**src/rtl/core/nlcc_pkg.sv**
```systemverilog
// shared types, character codes and helpers for the nmea line checksum checker
`timescale 1ns / 1ps

package nlcc_pkg;

  localparam int unsigned ByteW  = 8;
  localparam int unsigned CountW = 8;
  localparam int unsigned LimitW = 7;

  localparam logic [ByteW-1:0] CharDollar  = 8'h24;
  localparam logic [ByteW-1:0] CharStar    = 8'h2A;
  localparam logic [ByteW-1:0] CharNewline = 8'h0A;
  localparam logic [ByteW-1:0] CharNul     = 8'h00;
  localparam logic [ByteW-1:0] CharZero    = 8'h30;
  localparam logic [ByteW-1:0] CharAlpha   = 8'h37; // 'A' minus ten

  localparam logic [LimitW-1:0] ScanLimitReset = 7'd75;

  typedef enum logic [2:0] {
    PH_DOLLAR = 3'd0,
    PH_BODY   = 3'd1,
    PH_HEX1   = 3'd2,
    PH_HEX2   = 3'd3,
    PH_DONE   = 3'd4
  } phase_e;

  typedef struct packed {
    logic             sentence_valid;
    logic [ByteW-1:0] computed_checksum;
  } result_t;

  // uppercase ascii hex digit of a nibble
  function automatic logic [ByteW-1:0] hex_digit(input logic [3:0] n);
    logic [ByteW-1:0] n_w;
    n_w = {4'b0000, n};
    if (n < 4'd10) begin
      hex_digit = CharZero + n_w;
    end else begin
      hex_digit = CharAlpha + n_w;
    end
  endfunction

endpackage

```
**src/rtl/core/nlcc_scanner.sv**
```systemverilog
// line state tracker: phase machine, running xor, hex capture and verdict
`timescale 1ns / 1ps

module nlcc_scanner #(
  parameter int unsigned LineBufferBytes = 128
) (
  input  logic                             clk_i,
  input  logic                             rst_ni,
  input  logic                             step_i,
  input  logic [nlcc_pkg::ByteW-1:0]       byte_i,
  input  logic [nlcc_pkg::LimitW-1:0]      scan_limit_i,
  output logic                             line_end_o,
  output nlcc_pkg::result_t                result_o
);

  localparam logic [nlcc_pkg::CountW-1:0] BufBytes = nlcc_pkg::CountW'(LineBufferBytes);

  nlcc_pkg::phase_e               phase_q, phase_d;
  logic [nlcc_pkg::CountW-1:0]    count_q, count_d;
  logic [nlcc_pkg::ByteW-1:0]     xor_q, xor_d;
  logic [nlcc_pkg::ByteW-1:0]     hex1_q, hex1_d;
  logic [nlcc_pkg::ByteW-1:0]     hex2_q, hex2_d;
  logic                           bad_q, bad_d;
  logic                           past_limit;

  assign line_end_o = (byte_i == nlcc_pkg::CharNewline) || (count_q >= BufBytes);
  assign past_limit = count_q >= {1'b0, scan_limit_i};

  // next state
  always_comb begin
    phase_d = phase_q;
    count_d = count_q;
    xor_d   = xor_q;
    hex1_d  = hex1_q;
    hex2_d  = hex2_q;
    bad_d   = bad_q;
    if (step_i) begin
      if (line_end_o) begin
        phase_d = nlcc_pkg::PH_DOLLAR;
        count_d = '0;
        xor_d   = '0;
        hex1_d  = '0;
        hex2_d  = '0;
        bad_d   = 1'b0;
      end else begin
        count_d = count_q + 1'b1;
        if (!bad_q) begin
          unique case (phase_q)
            nlcc_pkg::PH_DOLLAR: begin
              if (byte_i == nlcc_pkg::CharDollar) begin
                phase_d = nlcc_pkg::PH_BODY;
              end else begin
                bad_d = 1'b1;
              end
            end
            nlcc_pkg::PH_BODY: begin
              if (past_limit || byte_i == nlcc_pkg::CharNul) begin
                bad_d = 1'b1;
              end else if (byte_i == nlcc_pkg::CharStar) begin
                phase_d = nlcc_pkg::PH_HEX1;
              end else begin
                xor_d = xor_q ^ byte_i;
              end
            end
            nlcc_pkg::PH_HEX1: begin
              hex1_d  = byte_i;
              phase_d = nlcc_pkg::PH_HEX2;
            end
            nlcc_pkg::PH_HEX2: begin
              hex2_d  = byte_i;
              phase_d = nlcc_pkg::PH_DONE;
            end
            nlcc_pkg::PH_DONE: begin
              phase_d = phase_q;
            end
            default: begin
              phase_d = phase_q;
            end
          endcase
        end
      end
    end
  end

  // verdict for the line held so far
  always_comb begin
    result_o.computed_checksum = xor_q;
    result_o.sentence_valid    = !bad_q
                                 && (phase_q == nlcc_pkg::PH_HEX1
                                     || phase_q == nlcc_pkg::PH_HEX2
                                     || phase_q == nlcc_pkg::PH_DONE)
                                 && (hex1_q == nlcc_pkg::hex_digit(xor_q[7:4]))
                                 && (hex2_q == nlcc_pkg::hex_digit(xor_q[3:0]));
  end

  always_ff @(posedge clk_i or negedge rst_ni) begin
    if (!rst_ni) begin
      phase_q <= nlcc_pkg::PH_DOLLAR;
      count_q <= '0;
      xor_q   <= '0;
      hex1_q  <= '0;
      hex2_q  <= '0;
      bad_q   <= 1'b0;
    end else begin
      phase_q <= phase_d;
      count_q <= count_d;
      xor_q   <= xor_d;
      hex1_q  <= hex1_d;
      hex2_q  <= hex2_d;
      bad_q   <= bad_d;
    end
  end

endmodule

```
**src/rtl/core/nmea_line_checksum_check_unit.sv**
```systemverilog
// top level of the nmea line checksum checker: scan limit register, input register, scanner, result register
`timescale 1ns / 1ps
// a line-ending beat's result passes through the input register and then the
//   result register, from which it is offered on the result channel
// throughput: one byte beat per cycle; only a held result with out_ready_i low
//   stalls a line-ending byte in the input register, and hence the input
// reset: line state cleared (expecting dollar), scan_limit back to 75, no
//   beats held on either side

module nmea_line_checksum_check_unit #(
  parameter int unsigned LineBufferBytes = 128  // 8 to 255
) (
  input  logic                        clk_i,
  input  logic                        rst_ni,
  // byte input channel
  input  logic                        in_valid_i,
  output logic                        in_ready_o,
  input  logic [nlcc_pkg::ByteW-1:0]  rx_byte_i,
  // result channel
  output logic                        out_valid_o,
  input  logic                        out_ready_i,
  output logic                        sentence_valid_o,
  output logic [nlcc_pkg::ByteW-1:0]  computed_checksum_o,
  // configuration
  input  logic                        cfg_we_i,
  input  logic [nlcc_pkg::LimitW-1:0] cfg_wdata_i
);

  // scan limit register
  logic [nlcc_pkg::LimitW-1:0] scan_limit_q;

  always_ff @(posedge clk_i or negedge rst_ni) begin
    if (!rst_ni) begin
      scan_limit_q <= nlcc_pkg::ScanLimitReset;
    end else if (cfg_we_i) begin
      scan_limit_q <= cfg_wdata_i;
    end
  end

  // input register: one byte beat waiting to be scanned
  logic                       in_full_q, in_full_d;
  logic [nlcc_pkg::ByteW-1:0] in_byte_q;
  logic                       line_end;
  logic                       consume;
  logic                       in_take;
  nlcc_pkg::result_t          scan_res;

  // result register
  logic                       out_full_q, out_full_d;
  nlcc_pkg::result_t          out_res_q;

  // a byte leaves the input register unless it closes a line and the
  // result register cannot take the verdict this cycle
  assign consume    = in_full_q && (!line_end || !out_full_q || out_ready_i);
  assign in_ready_o = !in_full_q || consume;
  assign in_take    = in_valid_i && in_ready_o;

  always_comb begin
    in_full_d = in_full_q;
    if (in_take) begin
      in_full_d = 1'b1;
    end else if (consume) begin
      in_full_d = 1'b0;
    end
  end

  always_comb begin
    out_full_d = out_full_q;
    if (consume && line_end) begin
      out_full_d = 1'b1;
    end else if (out_ready_i) begin
      out_full_d = 1'b0;
    end
  end

  always_ff @(posedge clk_i or negedge rst_ni) begin
    if (!rst_ni) begin
      in_full_q  <= 1'b0;
      out_full_q <= 1'b0;
    end else begin
      in_full_q  <= in_full_d;
      out_full_q <= out_full_d;
    end
  end

  // payload registers, no reset needed
  always_ff @(posedge clk_i) begin
    if (in_take) begin
      in_byte_q <= rx_byte_i;
    end
    if (consume && line_end) begin
      out_res_q <= scan_res;
    end
  end

  // line state and verdict logic
  nlcc_scanner #(
    .LineBufferBytes (LineBufferBytes)
  ) u_scanner (
    .clk_i        (clk_i),
    .rst_ni       (rst_ni),
    .step_i       (consume),
    .byte_i       (in_byte_q),
    .scan_limit_i (scan_limit_q),
    .line_end_o   (line_end),
    .result_o     (scan_res)
  );

  assign out_valid_o         = out_full_q;
  assign sentence_valid_o    = out_res_q.sentence_valid;
  assign computed_checksum_o = out_res_q.computed_checksum;

endmodule
```
**config.mk**
```make
export PLATFORM = sky130hd
export DESIGN_NAME = nmea_line_checksum_check_unit
export DESIGN_NICKNAME = d
export VERILOG_FILES = /design/src/rtl/core/nlcc_pkg.sv /design/src/rtl/core/nlcc_scanner.sv /design/src/rtl/core/nmea_line_checksum_check_unit.sv
export SDC_FILE = /design/constraint.sdc
export NUM_CORES = 1
export LEC_CHECK = 0
export BUFFER_PORTS_ARGS = -buffer_cell sky130_fd_sc_hd__buf_2
export CORE_AREA = 3 3 83 85
export CTS_CLUSTER_DIAMETER = 120
export DETAILED_ROUTE_END_ITERATION = 7
export DIE_AREA = 0 0 86 88
export HOLD_SLACK_MARGIN = 0.06
export PLACE_DENSITY = 0.78
export SLEW_MARGIN = 20
export SYNTH_ARGS = -nofsm -noshare
export SYNTH_HDL_FRONTEND = slang
export SYNTH_SLANG_ARGS = --single-unit
```
**constraint.sdc**
```tcl
create_clock -name clk_i -period 2 [get_ports clk_i]
set_input_delay 0 -clock clk_i [delete_from_list [all_inputs] [get_ports clk_i]]
set_output_delay 0 -clock clk_i [all_outputs]
set_load 0.01 [all_outputs]
```
======== Word level (Yosys, flattened, before mapping) ========
Index checks and enable logic that the tools add are counted.
cells by class
  reduce and logical (&&, ||, !) cells .... 29
  bitwise gates (word level) .............. 1
  divide/modulo/power cells ............... 0
  $lt $le $gt $ge ......................... 4
  equal/unequal tests ..................... 15
  multipliers ............................. 0
  shift operators ......................... 0
  mux-type cells .......................... 29
  add/sub/neg operators ................... 5
operators with widths
  kind                                                                   count
  8-bit 2-to-1 mux                                                       14
  6-bit by 4-bit adder with 7-bit output, first input constant           4
  8-bit by 6-bit equality test with 1-bit output, second input constant  2
  8-bit equality test                                                    2
  3-bit 2-to-1 mux                                                       5
  3-bit case mux with 4 select lines                                     1
  2-bit nonzero test                                                     5
  8-bit by 1-bit adder with 8-bit output, second input constant          1
  8-bit by 4-bit equality test with 1-bit output, second input constant  1
  8-bit by 7-bit >= comparator with 1-bit output                         1
  8-bit >= comparator, second input constant                             1
  8-bit logical NOT                                                      1
  4-bit less-than comparator, second input constant                      2
  1-bit 2-to-1 mux                                                       8
  8-bit XOR                                                              1
  1-bit logical OR                                                       7
  3-bit by 2-bit equality test with 1-bit output, second input constant  2
  1-bit logical AND                                                      6
  2-bit != test, second input constant                                   3
  3-bit by 2-bit != test with 1-bit output, second input constant        2
  3-bit AND reduction                                                    2
  6-bit AND reduction                                                    1
  5-bit AND reduction                                                    1
  5-bit nonzero test                                                     1
  other kinds (6)                                                        9
storage, ports and cells
  memory bits (read-only) ................. 0
  output and inout port bits .............. 11
  memories ................................ 0
  bits in writable memories ............... 0
  input bits .............................. 20
  word-level logic and storage cells ...... 95
  bits in latches ......................... 0
  register bits ........................... 62

======== Logic depth before layout (Yosys ltp) ========
  depth in word-level cells ............... 9
  gate-level depth with buffers ........... 8
  mapped depth without buffers ............ 7

======== Cells and area by module ========
From an unflattened synthesis, not the netlist that was laid out.
unflattened totals
  cell total of the unflattened synthesis .. 297
  area, all modules ....................... 3,219.3 µm²
by module, submodules not included
  module                         area an instance (µm²)  times used  sequential area each (µm²)  cells an instance
  nlcc_scanner                   2,307.2                 1           900.9                       255
  nmea_line_checksum_check_unit  912.1                   1           740.7                       42

======== Worst setup path after synthesis ========
Ideal clock, no wire load.
  kind .................................... register to register
  from .................................... register u_scanner.count_q[5] in the netlist's numbering
  to ...................................... register u_scanner.phase_q[1]
  setup time .............................. 95 ps
  data arrival time ....................... 1,852 ps
  cell stages (with the launch flop) ...... 7
  data required time ...................... 1,905 ps
  setup slack ............................. 53 ps
  period minus slack after synthesis ...... 1,947 ps
  buffers on the path ..................... 0
  cells stage by stage .................... dfrtp_1 ha_1 a21o_1 a211oi_1 nand2_1 or3_1 o31ai_1
on the way
  longest elaborated chain between the ends .. 7
  elaborated cells on any way between the ends .. 15
  those cells by class .................... order compare (2); eq/ne (4); mux (1); reduce/logical (8)
ends and longest elaborated chain
  element                        line                                 RTL
  start, declared                nlcc_scanner.sv:19                   logic [nlcc_pkg::CountW-1:0] count_q, count_d;
  start signal, assigned         nlcc_scanner.sv:106                  count_q <= count_d;
  8-bit >= comparator            nlcc_scanner.sv:26                   assign line_end_o = (byte_i == nlcc_pkg::CharNewline) || (count_q >= BufBytes);
  1-bit logical OR               nlcc_scanner.sv:26
  1-bit logical NOT              nmea_line_checksum_check_unit.sv:54  assign consume = in_full_q && (!line_end || !out_full_q || out_ready_i);
  1-bit logical OR (2 in a row)  nmea_line_checksum_check_unit.sv:54
  1-bit logical AND              nmea_line_checksum_check_unit.sv:54
  6-bit AND reduction (no line)  -
  end signal, assigned           nlcc_scanner.sv:98                   phase_q <= nlcc_pkg::PH_DOLLAR;
  end signal, assigned           nlcc_scanner.sv:105                  phase_q <= phase_d;
  end, declared                  nlcc_scanner.sv:18                   nlcc_pkg::phase_e phase_q, phase_d;
Parallel ways exist; a longest one is shown, timed or not.
A chain may end at the register's enable or synchronous reset.

======== Final worst setup path ========
  from .................................... register scan_limit_q[5] in the netlist's numbering
  to ...................................... register u_scanner.phase_q[1]
on the way
  longest elaborated chain between the ends .. 4
ends and longest elaborated chain
  element                                         line                                 RTL
  start, declared                                 nmea_line_checksum_check_unit.sv:30  logic [nlcc_pkg::LimitW-1:0] scan_limit_q;
  start signal, assigned                          nmea_line_checksum_check_unit.sv:34  scan_limit_q <= nlcc_pkg::ScanLimitReset;
  start signal, assigned                          nmea_line_checksum_check_unit.sv:36  scan_limit_q <= cfg_wdata_i;
  8-bit by 7-bit >= comparator with 1-bit output  nlcc_scanner.sv:27                   assign past_limit = count_q >= {1'b0, scan_limit_i};
  1-bit logical OR                                nlcc_scanner.sv:57                   if (past_limit || byte_i == nlcc_pkg::CharNul) begin
  3-bit != test (no line)                         -
  6-bit AND reduction (no line)                   -
Every way passes these cells.

==> impl_metrics.tcl <==
set metrics [dict create \
    area_delta_synth_final_pct 32.4 \
    core.rowCount 29 \
    port-buffer-count 30 \
    setup_slack_ns -0.0171 \
    setup_viol 6 \
    hold_viol_final 0 \
    vias_per_cell 5.85 \
    start_util 0.515 \
    coreArea_mm2 0.00628 \
    cp_max_fo 3 \
    synthDominantCellAreaShare 0.317 \
    grt_remaining_overflow 0 \
    syn_nets 338 \
    cts_max_level 3 \
    synth_area_mm2 0.00324 \
    status "complete, but fails checks" \
    rsz0062_at_grt "yes" \
    ir_worst_vdd_v 0.000604 \
    p_leak_nw 1.85 \
    ant_nets 0 \
    p_per_area_mw_per_mm2 1150 \
    dp_hpwl_mm 5.32 \
    grt_pass1_wl_mm 13.6 \
    antenna_cells 0 \
    gp_congestion 0.879 \
    yosysWarningCount 0 \
    max_freq_mhz 496 \
    synthTopCellsByArea "dfrtp_1, edfxtp_1, a22o_1" \
    max_slew_margin 0.673 \
    synth-seq-cells 62 \
    violations "negative setup slack" \
    end_kind "flip-flop" \
    cts_max_path_buffers 2 \
    synthTopCellsByCount "dfrtp_1, nand2_1, inv_1, nor2_1" \
    clockRootBuffer "clkbuf_8" \
    synthFlopType "dfrtp_1" \
    synth_cell_type_count 59 \
    async_flop_share 0.726 \
    die-area_mm2 0.00757 \
    antenna_found_initial 0 \
    ys_seq_area_frac 0.507 \
    hold_path_class "in2async" \
    cts_tree "yes" \
    syn_area_per_cell_um2 10.5 \
    fin_crit_sh 1.01 \
    max_cap_viol_count 0 \
    worst_skew_pair.late_latency_ns 0.35 \
    first_global_vias 2812 \
    tightest_slew_ns 0.490 \
    firstDrtPassIters 4 \
    tns_ns -0.0575 \
    netlist_instances 307 \
    slew_violations 0 \
    grt_usage 0.236 \
    num-nets-final 425 \
    cts_buffers 9 \
    finClkSkew_ns 0.00750 \
    io_pins 31 \
    synth-edff-count 17 \
    vias 2786 \
    critical_path_class "reg2reg" \
    die_w_um 86 \
    clk_pin_slew_ns 0.07 \
    dieHeight_um 88 \
    routedWlPerCell_um 17.7 \
    worstPathArrival_ns 2.27 \
    grt_max_degree 20 \
    post-synth-top-count-cell "dfrtp_1" \
    final_layout_size_suffix_gt1_frac 0.271 \
    drc 0 \
    wl_mm 8.42 \
    worstPathRequired_ns 2.25 \
    clock_sinks 62 \
    startpoint_type "flip-flop" \
    drtIter0Drc 188 \
    min_period_ns 2.02 \
    yosysTopAreaCell "dfrtp_1" \
    fin_util 0.682 \
]
metrics by stage:
stage	hold WS [ns]	setup WS (ns)	area (um^2)	total power [mW]	instances
2_1_floorplan	-0.296	0.0529	3240	2.93	307
3_3_place_gp	-0.128	0.0736	3620	3.33	425
3_5_place_dp	-0.119	0.0131	3620	3.44	425
4_1_cts	0.191	0.00469	4180	4.75	474
5_1_grt	0.221	-0.107	4280	5.23	476
6_report	0.206	-0.0171	4280	4.92	476
state kept, by name (all words and copies together) (netlist names), 3 cells and up:
signal / flops
u_scanner.phase_q: 3
scan_limit_q: 7
computed_checksum_o: 8
u_scanner.count_q: 8
in_byte_q: 8
u_scanner.hex2_q: 8
u_scanner.xor_q: 8
u_scanner.hex1_q: 8
power breakdown:
group	leakage, nW	switching [mW]	internal (mW)
combinational	1.00	0.916	0.886
sequential	0.735	0.321	1.61
clock	0.111	0.505	0.681
total	1.85	1.74	3.18
final cells by class:
class	count	area (um^2)
Clock inverter	5	53.8
Clock buffer	11	163
Fill cell	440	1990
Inverter	24	90.1
Tap cell	77	96.3
Timing Repair Buffer	88	691
Sequential cell	62	1640
Multi-Input combinational cell	209	1550
worst max-delay path, stage by stage (launching register included):
cell and delay [ns]:
dfrtp_1 0.38, inv_2 0.09, ha_4 0.21, a21o_1 0.17, a211oi_2 0.20, buf_4 0.18
buf_12 0.11, nand2_4 0.05, or3_1 0.31, o31ai_1 0.22
per-layer routing:
layer	global-route usage	share of wire
met5	0.0260	0
met4	0.111	0.025
met3	0.0480	0.063
met2	0.394	0.49
met1	0.292	0.42
placed cells by master, fill, tap and decap left out, types with 4 or more instances in the layout:
| cell | n |
|---|---|
| a21oi_1 | 8 |
| a22o_1 | 17 |
| and3_1 | 4 |
| buf_2 | 30 |
| buf_4 | 24 |
| clkbuf_8 | 10 |
| dfrtp_1 | 40 |
| dfstp_2 | 4 |
| dlygate4sd3_1 | 32 |
| edfxtp_1 | 17 |
| ha_1 | 9 |
| inv_1 | 21 |
| nand2_1 | 31 |
| nand2b_1 | 6 |
| nor2_1 | 21 |
| nor4_1 | 9 |
| o21ai_0 | 15 |
| o21ai_1 | 12 |
| o2bb2ai_1 | 6 |
| xor2_1 | 4 |
path summary, 6_finish.rpt:
path | from | to | slack (ns) | depth (start not counted)
min in group clk_i | rx_byte_i[2] | in_byte_q[2]$_DFFE_PP_ | 0.36 | 2
hold reg to reg | u_scanner.count_q[4]$_DFFE_PN0P_ | u_scanner.count_q[4]$_DFFE_PN0P_ | 0.52 | 1
setup reg to reg | scan_limit_q[5]$_DFFE_PN0P_ | u_scanner.phase_q[1]$_DFFE_PN0P_ | -0.02 | 9
max in group asynchronous | rst_ni | u_scanner.count_q[4]$_DFFE_PN0P_ | 1.00 | 3
setup / recovery | scan_limit_q[5]$_DFFE_PN0P_ | u_scanner.phase_q[1]$_DFFE_PN0P_ | -0.02 | 9
hold / removal | rst_ni | u_scanner.xor_q[0]$_DFFE_PN0P_ | 0.21 | 3
kinds of logic after synthesis:
group           share of synthesized area
flops                               0.507
compound gates                      0.183
simple gates                        0.187
xor+xnor                           0.0189
mux                                0.0162
fa+ha+maj                          0.0425
buf+inv                            0.0449
what timing repair did:
item,in CTS,in global routing
cloned,1,0
hold buffers,32,0
pin swaps,1,9
resized for setup,2,15
setup buffers,0,2
endpoints found under the setup margin,7,19
endpoints found under the hold margin,58,0
Power figures use the tool's default switching activity.
